**config.mk**
```make
export PLATFORM = sky130hd
export DESIGN_NAME = block_average_with_error_flat
export DESIGN_NICKNAME = d
export VERILOG_FILES = /design/src/hdl/baerr_pkg.sv /design/src/hdl/baerr_stream_if.sv /design/src/hdl/baerr_div.sv /design/src/hdl/baerr_mul.sv /design/src/hdl/block_average_with_error.sv /design/src/flat_wrapper.sv
export SDC_FILE = /design/constraint.sdc
export NUM_CORES = 2
export LEC_CHECK = 0
export BUFFER_PORTS_ARGS = -buffer_cell sky130_fd_sc_hd__buf_2
export CAP_MARGIN = 20
export CORE_MARGIN = 5
export CORE_UTILIZATION = 39
export CTS_CLUSTER_DIAMETER = 200
export DETAILED_ROUTE_END_ITERATION = 6
export SLEW_MARGIN = 20
export SYNTH_ARGS = -nofsm -noshare
export SYNTH_HDL_FRONTEND = slang
export SYNTH_SLANG_ARGS = --single-unit
```
**constraint.sdc**
```tcl
create_clock -name clk_i -period 5.9 [get_ports clk_i]
set_input_delay 0.295 -clock clk_i [delete_from_list [all_inputs] [get_ports clk_i]]
set_output_delay 0.295 -clock clk_i [all_outputs]
set_load 0.02 [all_outputs]
```
**src/hdl/baerr_pkg.sv**
```systemverilog
// Package: widths, word types, codes and sequencer states of the block averager.
package baerr_pkg;

  localparam int FRAC_W = 32;  // Q0.32 sample and result width
  localparam int LEN_W  = 21;  // block length width
  localparam int SUM_W  = 53;  // block sum width
  localparam int CNT_W  = 16;  // block count width
  localparam int TOT_W  = 48;  // running total width

  localparam logic [LEN_W-1:0] LEN_RESET  = LEN_W'(1024);
  localparam logic [CNT_W-1:0] MAX_BLOCKS = CNT_W'(65535);

  localparam logic KIND_SAMPLE = 1'b0;
  localparam logic KIND_CLEAR  = 1'b1;

  typedef struct packed {
    logic              kind;
    logic [FRAC_W-1:0] sample;
  } in_word_t;

  typedef struct packed {
    logic [CNT_W-1:0]  block_number;
    logic [FRAC_W-1:0] running_mean;
    logic [FRAC_W-1:0] running_error;
  } out_word_t;

  typedef logic [LEN_W-1:0] cfg_word_t;

  typedef enum logic [3:0] {
    ST_ACC,
    ST_DIV_M,
    ST_SQ_M,
    ST_DIV_AVG,
    ST_DIV_SQ,
    ST_MUL_AVG,
    ST_DIV_D,
    ST_SQRT,
    ST_OUT
  } baerr_state_e;

endpackage

```
**src/hdl/baerr_stream_if.sv**
```systemverilog
// Interface: valid/ready channel carrying one word of a given type.
interface baerr_stream_if #(parameter type T = logic) ();
  logic valid;
  logic ready;
  T     data;

  modport source (output valid, output data, input ready);
  modport sink   (input valid, input data, output ready);
endinterface

```
**src/hdl/baerr_div.sv**
```systemverilog
// Module: bit-serial restoring divider, one quotient bit per cycle.
module baerr_div (
  input  logic                      clk_i,
  input  logic                      rst_ni,
  input  logic                      start_i,
  input  logic [baerr_pkg::SUM_W-1:0]  dividend_i,
  input  logic [baerr_pkg::LEN_W-1:0]  divisor_i,
  output logic                      done_o,
  output logic [baerr_pkg::FRAC_W-1:0] quot_o
);
  import baerr_pkg::*;

  localparam int CW = $clog2(SUM_W);
  localparam logic [CW-1:0] LAST = CW'(SUM_W - 1);

  logic             busy_q, busy_d;
  logic             done_q, done_d;
  logic [CW-1:0]    cnt_q, cnt_d;
  logic [LEN_W:0]   rem_q, rem_d;
  logic [SUM_W-1:0] quo_q, quo_d;
  logic [LEN_W-1:0] dvs_q, dvs_d;
  logic [LEN_W:0]   trial;
  logic             fits;

  // trial remainder: previous remainder with the next dividend bit
  assign trial = {rem_q[LEN_W-1:0], quo_q[SUM_W-1]};
  assign fits  = trial >= {1'b0, dvs_q};

  always_comb begin
    busy_d = busy_q;
    done_d = 1'b0;
    cnt_d  = cnt_q;
    rem_d  = rem_q;
    quo_d  = quo_q;
    dvs_d  = dvs_q;
    if (start_i) begin
      busy_d = 1'b1;
      cnt_d  = '0;
      rem_d  = '0;
      quo_d  = dividend_i;
      dvs_d  = divisor_i;
    end else if (busy_q) begin
      rem_d = fits ? (trial - {1'b0, dvs_q}) : trial;
      quo_d = {quo_q[SUM_W-2:0], fits};
      cnt_d = cnt_q + CW'(1);
      if (cnt_q == LAST) begin
        busy_d = 1'b0;
        done_d = 1'b1;
      end
    end
  end

  always_ff @(posedge clk_i or negedge rst_ni) begin
    if (!rst_ni) begin
      busy_q <= 1'b0;
      done_q <= 1'b0;
    end else begin
      busy_q <= busy_d;
      done_q <= done_d;
    end
  end

  always_ff @(posedge clk_i) begin
    cnt_q <= cnt_d;
    rem_q <= rem_d;
    quo_q <= quo_d;
    dvs_q <= dvs_d;
  end

  assign done_o = done_q;
  // quotient saturates at full scale
  assign quot_o = (|quo_q[SUM_W-1:FRAC_W]) ? '1 : quo_q[FRAC_W-1:0];

endmodule

```
**src/hdl/baerr_mul.sv**
```systemverilog
// Module: bit-serial shift-add multiplier giving the upper half of a Q0.32 product.
module baerr_mul (
  input  logic                         clk_i,
  input  logic                         rst_ni,
  input  logic                         start_i,
  input  logic [baerr_pkg::FRAC_W-1:0] a_i,
  input  logic [baerr_pkg::FRAC_W-1:0] b_i,
  output logic                         done_o,
  output logic [baerr_pkg::FRAC_W-1:0] prod_hi_o
);
  import baerr_pkg::*;

  localparam int CW = $clog2(FRAC_W);
  localparam logic [CW-1:0] LAST = CW'(FRAC_W - 1);

  logic              busy_q, busy_d;
  logic              done_q, done_d;
  logic [CW-1:0]     cnt_q, cnt_d;
  logic [FRAC_W-1:0] a_q, a_d;
  logic [FRAC_W-1:0] hi_q, hi_d;
  logic [FRAC_W-1:0] lo_q, lo_d;
  logic [FRAC_W:0]   psum;

  // add the multiplicand when the current multiplier bit is set
  assign psum = {1'b0, hi_q} + (lo_q[0] ? {1'b0, a_q} : '0);

  always_comb begin
    busy_d = busy_q;
    done_d = 1'b0;
    cnt_d  = cnt_q;
    a_d    = a_q;
    hi_d   = hi_q;
    lo_d   = lo_q;
    if (start_i) begin
      busy_d = 1'b1;
      cnt_d  = '0;
      a_d    = a_i;
      hi_d   = '0;
      lo_d   = b_i;
    end else if (busy_q) begin
      hi_d  = psum[FRAC_W:1];
      lo_d  = {psum[0], lo_q[FRAC_W-1:1]};
      cnt_d = cnt_q + CW'(1);
      if (cnt_q == LAST) begin
        busy_d = 1'b0;
        done_d = 1'b1;
      end
    end
  end

  always_ff @(posedge clk_i or negedge rst_ni) begin
    if (!rst_ni) begin
      busy_q <= 1'b0;
      done_q <= 1'b0;
    end else begin
      busy_q <= busy_d;
      done_q <= done_d;
    end
  end

  always_ff @(posedge clk_i) begin
    cnt_q <= cnt_d;
    a_q   <= a_d;
    hi_q  <= hi_d;
    lo_q  <= lo_d;
  end

  assign done_o    = done_q;
  assign prod_hi_o = hi_q;

endmodule

```
**src/hdl/block_average_with_error.sv**
```systemverilog
// Top level: blocking-method running mean and standard error in Q0.32.
//
// Channels (valid/ready, a word moves when both are high):
//   cfg_i : block length write (21 bits), always ready; write only while idle.
//   in_i  : {kind, sample}. kind sample adds to the current block, kind clear
//           zeroes all running statistics (block length is kept).
//   out_o : {block_number, running_mean, running_error}, one word per block.
// Throughput: one sample word per cycle inside a block. The word that closes
// a block starts the end-of-block sequence: a 53-step serial divider and a
// 32-step serial multiplier, shared over the block mean, its square, the two
// averages, the squared average and the variance divide, then a 32-step
// square root; the first block stops after the running mean. During the
// sequence in_i is not ready.
// Blocks past the maximum count close without a result and without a stall.
// The result sits in an output register; the block goes back to taking
// samples while it waits. If the receiver still holds the previous word when
// the next block finishes, the sequencer waits in its output state.
// Reset: block length 1024, all statistics zero, no word pending.
module block_average_with_error (
  input  logic           clk_i,
  input  logic           rst_ni,
  baerr_stream_if.sink   cfg_i,
  baerr_stream_if.sink   in_i,
  baerr_stream_if.source out_o
);
  import baerr_pkg::*;

  localparam int SQW = $clog2(FRAC_W);
  localparam logic [SQW-1:0] SQ_LAST = SQW'(FRAC_W - 1);

  // sequencer
  baerr_state_e state_q, state_d;
  logic         run_q, run_d;      // shared unit launched for this state

  // architectural state
  logic [LEN_W-1:0] block_length_q, block_length_d;
  logic [LEN_W-1:0] samples_q, samples_d;
  logic [SUM_W-1:0] sum_q, sum_d;
  logic [CNT_W-1:0] blocks_q, blocks_d;
  logic [TOT_W-1:0] mtot_q, mtot_d;
  logic [TOT_W-1:0] stot_q, stot_d;

  // end-of-block working registers
  logic [FRAC_W-1:0] m_q, m_d;       // block mean
  logic [FRAC_W-1:0] avg_q, avg_d;   // running mean
  logic [FRAC_W-1:0] sq_q, sq_d;     // mean of squares
  logic [FRAC_W-1:0] rad_q, rad_d;   // variance term, then root radicand
  logic [FRAC_W:0]   rem_q, rem_d;   // root remainder
  logic [FRAC_W-1:0] root_q, root_d;
  logic [SQW-1:0]    sqc_q, sqc_d;
  logic [FRAC_W-1:0] err_q, err_d;

  // output register
  logic      out_valid_q, out_valid_d;
  out_word_t out_word_q, out_word_d;

  // handshakes and decode
  logic             in_ready, in_fire, cfg_fire, out_fire, out_load;
  logic [LEN_W-1:0] len, samples_inc;
  logic [SUM_W-1:0] sum_add;
  logic             blk_end, blk_drop;

  // shared units
  logic              div_start, div_done, mul_start, mul_done;
  logic [SUM_W-1:0]  div_dividend;
  logic [LEN_W-1:0]  div_divisor;
  logic [FRAC_W-1:0] div_quot, mul_op, mul_hi;

  // one root digit step
  logic [FRAC_W+2:0] rt_rem;
  logic [FRAC_W+1:0] rt_trial;
  logic              rt_fits;
  logic [FRAC_W-1:0] rt_root;

  assign cfg_i.ready = 1'b1;
  assign cfg_fire    = cfg_i.valid && cfg_i.ready;
  assign in_i.ready  = in_ready;
  assign in_fire     = in_i.valid && in_ready;
  assign out_o.valid = out_valid_q;
  assign out_o.data  = out_word_q;
  assign out_fire    = out_valid_q && out_o.ready;

  // zero length behaves as one
  assign len         = (block_length_q == '0) ? LEN_W'(1) : block_length_q;
  assign samples_inc = samples_q + LEN_W'(1);
  assign sum_add     = sum_q + SUM_W'(in_i.data.sample);
  assign blk_end     = samples_inc >= len;
  assign blk_drop    = blocks_q >= MAX_BLOCKS;

  assign rt_rem   = {rem_q, rad_q[FRAC_W-1 -: 2]};
  assign rt_trial = {root_q, 2'b01};
  assign rt_fits  = rt_rem >= {1'b0, rt_trial};
  assign rt_root  = {root_q[FRAC_W-2:0], rt_fits};

  // operand selection for the shared units
  always_comb begin
    div_dividend = sum_q;
    div_divisor  = len;
    mul_op       = m_q;
    unique case (state_q)
      ST_DIV_AVG: begin
        div_dividend = SUM_W'(mtot_q);
        div_divisor  = LEN_W'(blocks_q);
      end
      ST_DIV_SQ: begin
        div_dividend = SUM_W'(stot_q);
        div_divisor  = LEN_W'(blocks_q);
      end
      ST_DIV_D: begin
        div_dividend = SUM_W'(rad_q);
        div_divisor  = LEN_W'(blocks_q - CNT_W'(1));
      end
      ST_MUL_AVG: mul_op = avg_q;
      default: ;
    endcase
  end

  baerr_div u_div (
    .clk_i      (clk_i),
    .rst_ni     (rst_ni),
    .start_i    (div_start),
    .dividend_i (div_dividend),
    .divisor_i  (div_divisor),
    .done_o     (div_done),
    .quot_o     (div_quot)
  );

  baerr_mul u_mul (
    .clk_i     (clk_i),
    .rst_ni    (rst_ni),
    .start_i   (mul_start),
    .a_i       (mul_op),
    .b_i       (mul_op),
    .done_o    (mul_done),
    .prod_hi_o (mul_hi)
  );

  // next state
  always_comb begin
    state_d = state_q;
    unique case (state_q)
      ST_ACC: begin
        if (in_fire && in_i.data.kind == KIND_SAMPLE && blk_end && !blk_drop) begin
          state_d = ST_DIV_M;
        end
      end
      ST_DIV_M:   if (div_done) state_d = ST_SQ_M;
      ST_SQ_M:    if (mul_done) state_d = ST_DIV_AVG;
      ST_DIV_AVG: begin
        if (div_done) state_d = (blocks_q == CNT_W'(1)) ? ST_OUT : ST_DIV_SQ;
      end
      ST_DIV_SQ:  if (div_done) state_d = ST_MUL_AVG;
      ST_MUL_AVG: if (mul_done) state_d = ST_DIV_D;
      ST_DIV_D:   if (div_done) state_d = ST_SQRT;
      ST_SQRT:    if (sqc_q == SQ_LAST) state_d = ST_OUT;
      ST_OUT:     if (out_load) state_d = ST_ACC;
      default:    state_d = ST_ACC;
    endcase
  end

  // sequencer outputs
  always_comb begin
    in_ready  = 1'b0;
    div_start = 1'b0;
    mul_start = 1'b0;
    out_load  = 1'b0;
    unique case (state_q) inside
      ST_ACC: in_ready = 1'b1;
      ST_DIV_M, ST_DIV_AVG, ST_DIV_SQ, ST_DIV_D: div_start = !run_q;
      ST_SQ_M, ST_MUL_AVG: mul_start = !run_q;
      ST_OUT: out_load = !out_valid_q || out_o.ready;
      default: ;
    endcase
  end

  // datapath
  always_comb begin
    run_d          = run_q;
    block_length_d = block_length_q;
    samples_d      = samples_q;
    sum_d          = sum_q;
    blocks_d       = blocks_q;
    mtot_d         = mtot_q;
    stot_d         = stot_q;
    m_d            = m_q;
    avg_d          = avg_q;
    sq_d           = sq_q;
    rad_d          = rad_q;
    rem_d          = rem_q;
    root_d         = root_q;
    sqc_d          = sqc_q;
    err_d          = err_q;
    out_valid_d    = out_valid_q;
    out_word_d     = out_word_q;

    if (cfg_fire) block_length_d = cfg_i.data;

    if (div_start || mul_start) run_d = 1'b1;
    if (div_done || mul_done)   run_d = 1'b0;

    case (state_q)
      ST_ACC: begin
        if (in_fire) begin
          if (in_i.data.kind == KIND_CLEAR) begin
            samples_d = '0;
            sum_d     = '0;
            blocks_d  = '0;
            mtot_d    = '0;
            stot_d    = '0;
          end else begin
            samples_d = samples_inc;
            sum_d     = sum_add;
            // past the block limit a finished block is just discarded
            if (blk_end && blk_drop) begin
              samples_d = '0;
              sum_d     = '0;
            end
          end
        end
      end
      ST_DIV_M: begin
        if (div_done) begin
          m_d       = div_quot;
          samples_d = '0;
          sum_d     = '0;
        end
      end
      ST_SQ_M: begin
        if (mul_done) begin
          blocks_d = blocks_q + CNT_W'(1);
          mtot_d   = mtot_q + TOT_W'(m_q);
          stot_d   = stot_q + TOT_W'(mul_hi);
        end
      end
      ST_DIV_AVG: begin
        if (div_done) begin
          avg_d = div_quot;
          err_d = '0;   // single block: no spread yet
        end
      end
      ST_DIV_SQ: if (div_done) sq_d = div_quot;
      ST_MUL_AVG: begin
        // negative variance clamps to zero
        if (mul_done) rad_d = (sq_q >= mul_hi) ? (sq_q - mul_hi) : '0;
      end
      ST_DIV_D: begin
        if (div_done) begin
          rad_d  = div_quot;
          rem_d  = '0;
          root_d = '0;
          sqc_d  = '0;
        end
      end
      ST_SQRT: begin
        // two radicand bits per step; zeros after the top word scale by 2^32
        rad_d  = {rad_q[FRAC_W-3:0], 2'b00};
        rem_d  = rt_fits ? (FRAC_W+1)'(rt_rem - {1'b0, rt_trial})
                         : rt_rem[FRAC_W:0];
        root_d = rt_root;
        sqc_d  = sqc_q + SQW'(1);
        if (sqc_q == SQ_LAST) err_d = rt_root;
      end
      default: ;
    endcase

    if (out_fire) out_valid_d = 1'b0;
    if (out_load) begin
      out_valid_d              = 1'b1;
      out_word_d.block_number  = blocks_q;
      out_word_d.running_mean  = avg_q;
      out_word_d.running_error = err_q;
    end
  end

  always_ff @(posedge clk_i or negedge rst_ni) begin
    if (!rst_ni) begin
      state_q        <= ST_ACC;
      run_q          <= 1'b0;
      block_length_q <= LEN_RESET;
      samples_q      <= '0;
      sum_q          <= '0;
      blocks_q       <= '0;
      mtot_q         <= '0;
      stot_q         <= '0;
      out_valid_q    <= 1'b0;
    end else begin
      state_q        <= state_d;
      run_q          <= run_d;
      block_length_q <= block_length_d;
      samples_q      <= samples_d;
      sum_q          <= sum_d;
      blocks_q       <= blocks_d;
      mtot_q         <= mtot_d;
      stot_q         <= stot_d;
      out_valid_q    <= out_valid_d;
    end
  end

  always_ff @(posedge clk_i) begin
    m_q        <= m_d;
    avg_q      <= avg_d;
    sq_q       <= sq_d;
    rad_q      <= rad_d;
    rem_q      <= rem_d;
    root_q     <= root_d;
    sqc_q      <= sqc_d;
    err_q      <= err_d;
    out_word_q <= out_word_d;
  end

endmodule

```
**src/flat_wrapper.sv**
```systemverilog
// flat-port wrapper written by rule: the top's interface ports become plain ports
module block_average_with_error_flat import baerr_pkg::*;
  (clk_i, rst_ni, cfg_i_valid, cfg_i_data, cfg_i_ready, in_i_valid, in_i_data, in_i_ready, out_o_valid, out_o_data, out_o_ready);
  baerr_stream_if #(.T(cfg_word_t)) cfg_i_i ();
  baerr_stream_if #(.T(in_word_t)) in_i_i ();
  baerr_stream_if #(.T(out_word_t)) out_o_i ();
  input  logic clk_i;
  input  logic rst_ni;
  input wire logic [$bits(cfg_i_i.valid)-1:0] cfg_i_valid;
  input wire logic [$bits(cfg_i_i.data)-1:0] cfg_i_data;
  output wire logic [$bits(cfg_i_i.ready)-1:0] cfg_i_ready;
  input wire logic [$bits(in_i_i.valid)-1:0] in_i_valid;
  input wire logic [$bits(in_i_i.data)-1:0] in_i_data;
  output wire logic [$bits(in_i_i.ready)-1:0] in_i_ready;
  output wire logic [$bits(out_o_i.valid)-1:0] out_o_valid;
  output wire logic [$bits(out_o_i.data)-1:0] out_o_data;
  input wire logic [$bits(out_o_i.ready)-1:0] out_o_ready;
  assign cfg_i_i.valid = cfg_i_valid;
  assign cfg_i_i.data = cfg_i_data;
  assign cfg_i_ready = cfg_i_i.ready;
  assign in_i_i.valid = in_i_valid;
  assign in_i_i.data = in_i_data;
  assign in_i_ready = in_i_i.ready;
  assign out_o_valid = out_o_i.valid;
  assign out_o_data = out_o_i.data;
  assign out_o_i.ready = out_o_ready;
  block_average_with_error u_core (.clk_i(clk_i), .rst_ni(rst_ni), .cfg_i(cfg_i_i), .in_i(in_i_i), .out_o(out_o_i));
endmodule
```
==> results.py <==
metrics = {
    "logic_synthesis": {
        "synth_edf_count": 448,
        "syn_avg_cell_area_um2": 10.1,
        "asyncSetResetFlopFracSynth_pct": 29.8,
        "synth_compound_area_share_pct": 17.1,
        "synth_warnings": 0,
        "synth.top_cell.area_share_pct": 33.1,
        "syn-cell-area_um2": 40600,
        "synth_top_area_cell": "edfxtp_1",
        "synthCells": 4011,
        "synth_cell_types": 84,
        "synth_xor_area_share_pct": 5.46,
        "synth_common_cells": "486 x nand2_1, 448 x edfxtp_1, 352 x nor2_1",
        "yosysSeqAreaShare_pct": 49.7,
        "syn_nets": 4322,
        "yosys-top-cells-area": "edfxtp_1 33%, dfrtp_1 13%, ha_1 7.6%, nand2_1 4.5%, nor2_1 3.3%",
        "yosys.cell_count.top_type": "nand2_1",
        "synth_top_family_by_area": "compound AO/OA/AOI/OAI gates",
        "synthAdderAreaFrac_pct": 7.88,
        "yosys-mux-area-fraction_pct": 1.98,
        "ys_ff_latch": 729,
        "yosys.area_share.simple_pct": 14.6,
        "synth_ff_type": "edfxtp_1",
    },
    "timing": {
        "fin_crit_ps": 4660,
        "slew_viol_final": 0,
        "hold_viol": 0,
        "fin_crit_sh_pct": 78.9,
        "skew_ps": 32.9,
        "grt_setup_unrepaired": "false",
        "fmax_mhz": 215,
        "tightest_slew_ps": 1100,
        "tns_ps": 0,
        "setup_violations": 0,
        "relSlewSlack_pct": 26.6,
        "setup_ws_ps": 1240,
    },
    "clock_network": {
        "numCtsBuffers": 86,
        "cts_tree": "done",
        "ctsHtreeMaxLevel": 3,
        "clockBufferDepth": 3,
        "ctsResizeCount": 0,
        "cts_root_buf": "clkbuf_16",
        "path_clk_slew_ps": 60,
        "clock_sinks": 729,
        "cts_setup_buffers": 0,
        "holdBufCountCts": 23,
        "clock_latency_ps": 650,
    },
    "route": {
        "ant_nets": 0,
        "vias_per_cell": 5.58,
        "routed_wl_mm": 114,
        "dr_total_vias": 31143,
        "drt_pass1_iterations": 6,
        "drcViolationCount": 0,
        "wl_per_cell_um": 20.4,
        "drtIter0Drc": 2532,
    },
    "cells_and_area": {
        "fin_nets": 4443,
        "final_cells": 5585,
        "n_antenna_cell": 0,
        "areaGrowthSynthToFinish_pct": 13.3,
        "final_layout_size_suffix_gt1_share_pct": 9.87,
    },
    "critical_path": {
        "worstPathRequired_ps": 6450,
        "critPathTopFamily": "simple AND/OR/NAND/NOR gates",
        "slowest_delay_ps": 670,
        "r2r_start": "u_core.samples_q[0]",
        "startpoint_type": "flip-flop",
        "critPathMaxFanout": 30,
        "cp_num_buf_inv": 1,
        "critPathArrivalTime_ps": 5210,
        "r2r_cells": 17,
        "r2r_setup_slack_ps": 1240,
        "cp-end-kind": "flip-flop",
        "worstReg2RegEnd": "u_core.sum_q[32]",
        "critical_path_class": "flip-flop to flip-flop",
        "crit_path_cell_trace": "ha_1 > nand3_1 > nor3_1 > nand2_1 > nor2_1 > xor2_1 > ha_1 > a21o_1 > a21o_1 > a21oi_1 > nand3_1 > a21oi_1 > nor2_1 > a211o_1 > buf_4 > or3_1 > o21ai_0",
        "crit_path_top_delay_cell": "a211o_1",
    },
    "placed_design": {
        "place_worst_setup_slack_ps": 1230,
        "portBuffers": 140,
        "hpwlAfterDp_mm": 79.1,
        "gp_congestion": 0.880,
        "dp.cells": 5401,
    },
    "floorplan": {
        "ioPinCount": 142,
        "die_x_um": 333,
        "dieArea_um2": 111000,
        "die_h_um": 333,
        "initial_core_util_pct": 39.2,
        "rows": 118,
        "core_um2": 103000,
    },
    "grt": {
        "grt_max_degree": 126,
        "grt_pass1_vias": 29985,
        "overflow": 0,
        "grt.total_usage_pct": 19.9,
        "grt_pass1_wl_mm": 176,
        "antenna_found_initial": 0,
    },
    "power": {
        "ir_drop_mv": 0.352,
        "p_leak_nw": 18.7,
        "finalPower_w": 0.0226,
        "powerDensity_nw_per_um2": 491,
    },
    "run": {
        "maxCapViolations": 0,
    },
    "hold_path": {
        "min_path_cells": 3,
        "hp-start": "in_i_data[1]",
        "hp-class": "primary input to flip-flop",
        "min_to": "u_core.sum_q[1]",
    },
    "outcome": {
        "status": "completed",
    },
}
[power by group]
group	leakage, nW	switching (W)	internal [W]	total, W
combinational	10.1	0.00575	0.00381	0.00956
sequential	7.10	0.000790	0.00667	0.00746
clock	1.45	0.00227	0.00329	0.00556
[cell usage in the layout, fill, tap and decap left out, types with 15 or more instances in the layout]
| cell type | n |
|---|---|
| clkbuf_16 | 92 |
| buf_4 | 44 |
| ha_1 | 246 |
| dfxtp_1 | 64 |
| nor4_1 | 23 |
| dfrtp_1 | 216 |
| mux2i_1 | 43 |
| a31oi_1 | 56 |
| o21ai_0 | 264 |
| a211oi_1 | 26 |
| nor2_1 | 347 |
| o211ai_1 | 33 |
| nand2_1 | 485 |
| dlygate4sd3_1 | 23 |
| nand3_1 | 110 |
| o21a_1 | 25 |
| edfxtp_1 | 448 |
| and2_1 | 46 |
| a222oi_1 | 47 |
| a221o_1 | 33 |
| inv_1 | 167 |
| or2_2 | 15 |
| buf_2 | 139 |
| clkinv_2 | 16 |
| xor2_1 | 127 |
| o31ai_1 | 24 |
| a22o_1 | 24 |
| and3_1 | 30 |
| a21o_1 | 139 |
| o22ai_1 | 30 |
| mux2_2 | 33 |
| o21bai_1 | 24 |
| nand2b_1 | 56 |
| a21oi_1 | 226 |
| nand4_1 | 50 |
| xnor2_1 | 126 |
| nor2b_1 | 30 |
| nor3_1 | 42 |
[state kept, by name, summed over array words and instances (netlist names), 6 cells and up]
signal	cells
u_core.out_o.data	80
u_core.sum_q	53
u_core.u_div.quo_q	53
u_core.mtot_q	48
u_core.stot_q	48
u_core.rem_q	33
u_core.avg_q	32
u_core.err_q	32
u_core.m_q	32
u_core.rad_q	32
u_core.root_q	32
u_core.sq_q	32
u_core.u_mul.a_q	32
u_core.u_mul.lo_q	32
u_core.u_mul.prod_hi_o	32
u_core.block_length_q	21
u_core.samples_q	21
u_core.u_div.dvs_q	21
u_core.u_div.rem_q	21
u_core.blocks_q	16
u_core.u_div.cnt_q	6
[worst register-to-register path, stage by stage (launching register included)]
cell and delay, ps:
dfrtp_1 410, ha_1 260, nand3_1 200, nor3_1 370, nand2_1 220, nor2_1 170
xor2_1 210, ha_1 280, a21o_1 160, a21o_1 170, a21oi_1 270, nand3_1 110
a21oi_1 130, nor2_1 120, a211o_1 670, buf_4 400, or3_1 360, o21ai_0 70
[per-layer routing]
metal / vias up / track usage (%) / share of wire [%]
li1: 14953 / - / -
met1: 15050 / 28.2 / 46
met2: 984 / 31.1 / 44
met3: 156 / 3.73 / 6.7
met4: 0 / 5.81 / 2.7
met5: - / 0 / 0
[logic make-up after synthesis]
group	Yosys count
AND/OR/NAND/NOR	1300
flip-flops	729
XOR/XNOR	253
AO/OA/AOI/OAI	1054
multiplexers	76
buffers and inverters	346
adder cells (fa/ha/maj)	252
other	1
[worst max-delay path by stage]
stage                           end                start  slack, ps  cells past startpoint
6_report           u_core.sum_q[32]  u_core.samples_q[0]       1240                     17
3_3_place_gp       u_core.sum_q[34]  u_core.samples_q[0]       1270                     17
3_5_place_dp       u_core.sum_q[34]  u_core.samples_q[0]       1230                     17
4_1_cts            u_core.sum_q[34]  u_core.samples_q[0]       1190                     17
2_1_floorplan  u_core.out_o.data[0]    u_core.state_q[2]        920                      4
5_1_grt            u_core.sum_q[34]  u_core.samples_q[0]        880                     17
[area by class of cell]
type,instances,area (um^2)
tap,1380,1730
clock inverter,47,479
inverter,171,644
multi-input combinational,2936,19200
timing repair buffer,208,1290
fill,9793,57500
sequential,729,20200
clock buffer,114,2470
[metrics by stage]
step / area [um^2] / hold WS [ps] / util, %
2_1_floorplan: 40600 / -0.591 / -
6_report: 46000 / 113 / 44.4
3_3_place_gp: 42800 / 394 / 41.4
3_5_place_dp: 42800 / 389 / 41.4
5_1_grt: 46000 / 112 / 44.4
4_1_cts: 46000 / 76.0 / 44.4
(Power assumes the default switching activity.)
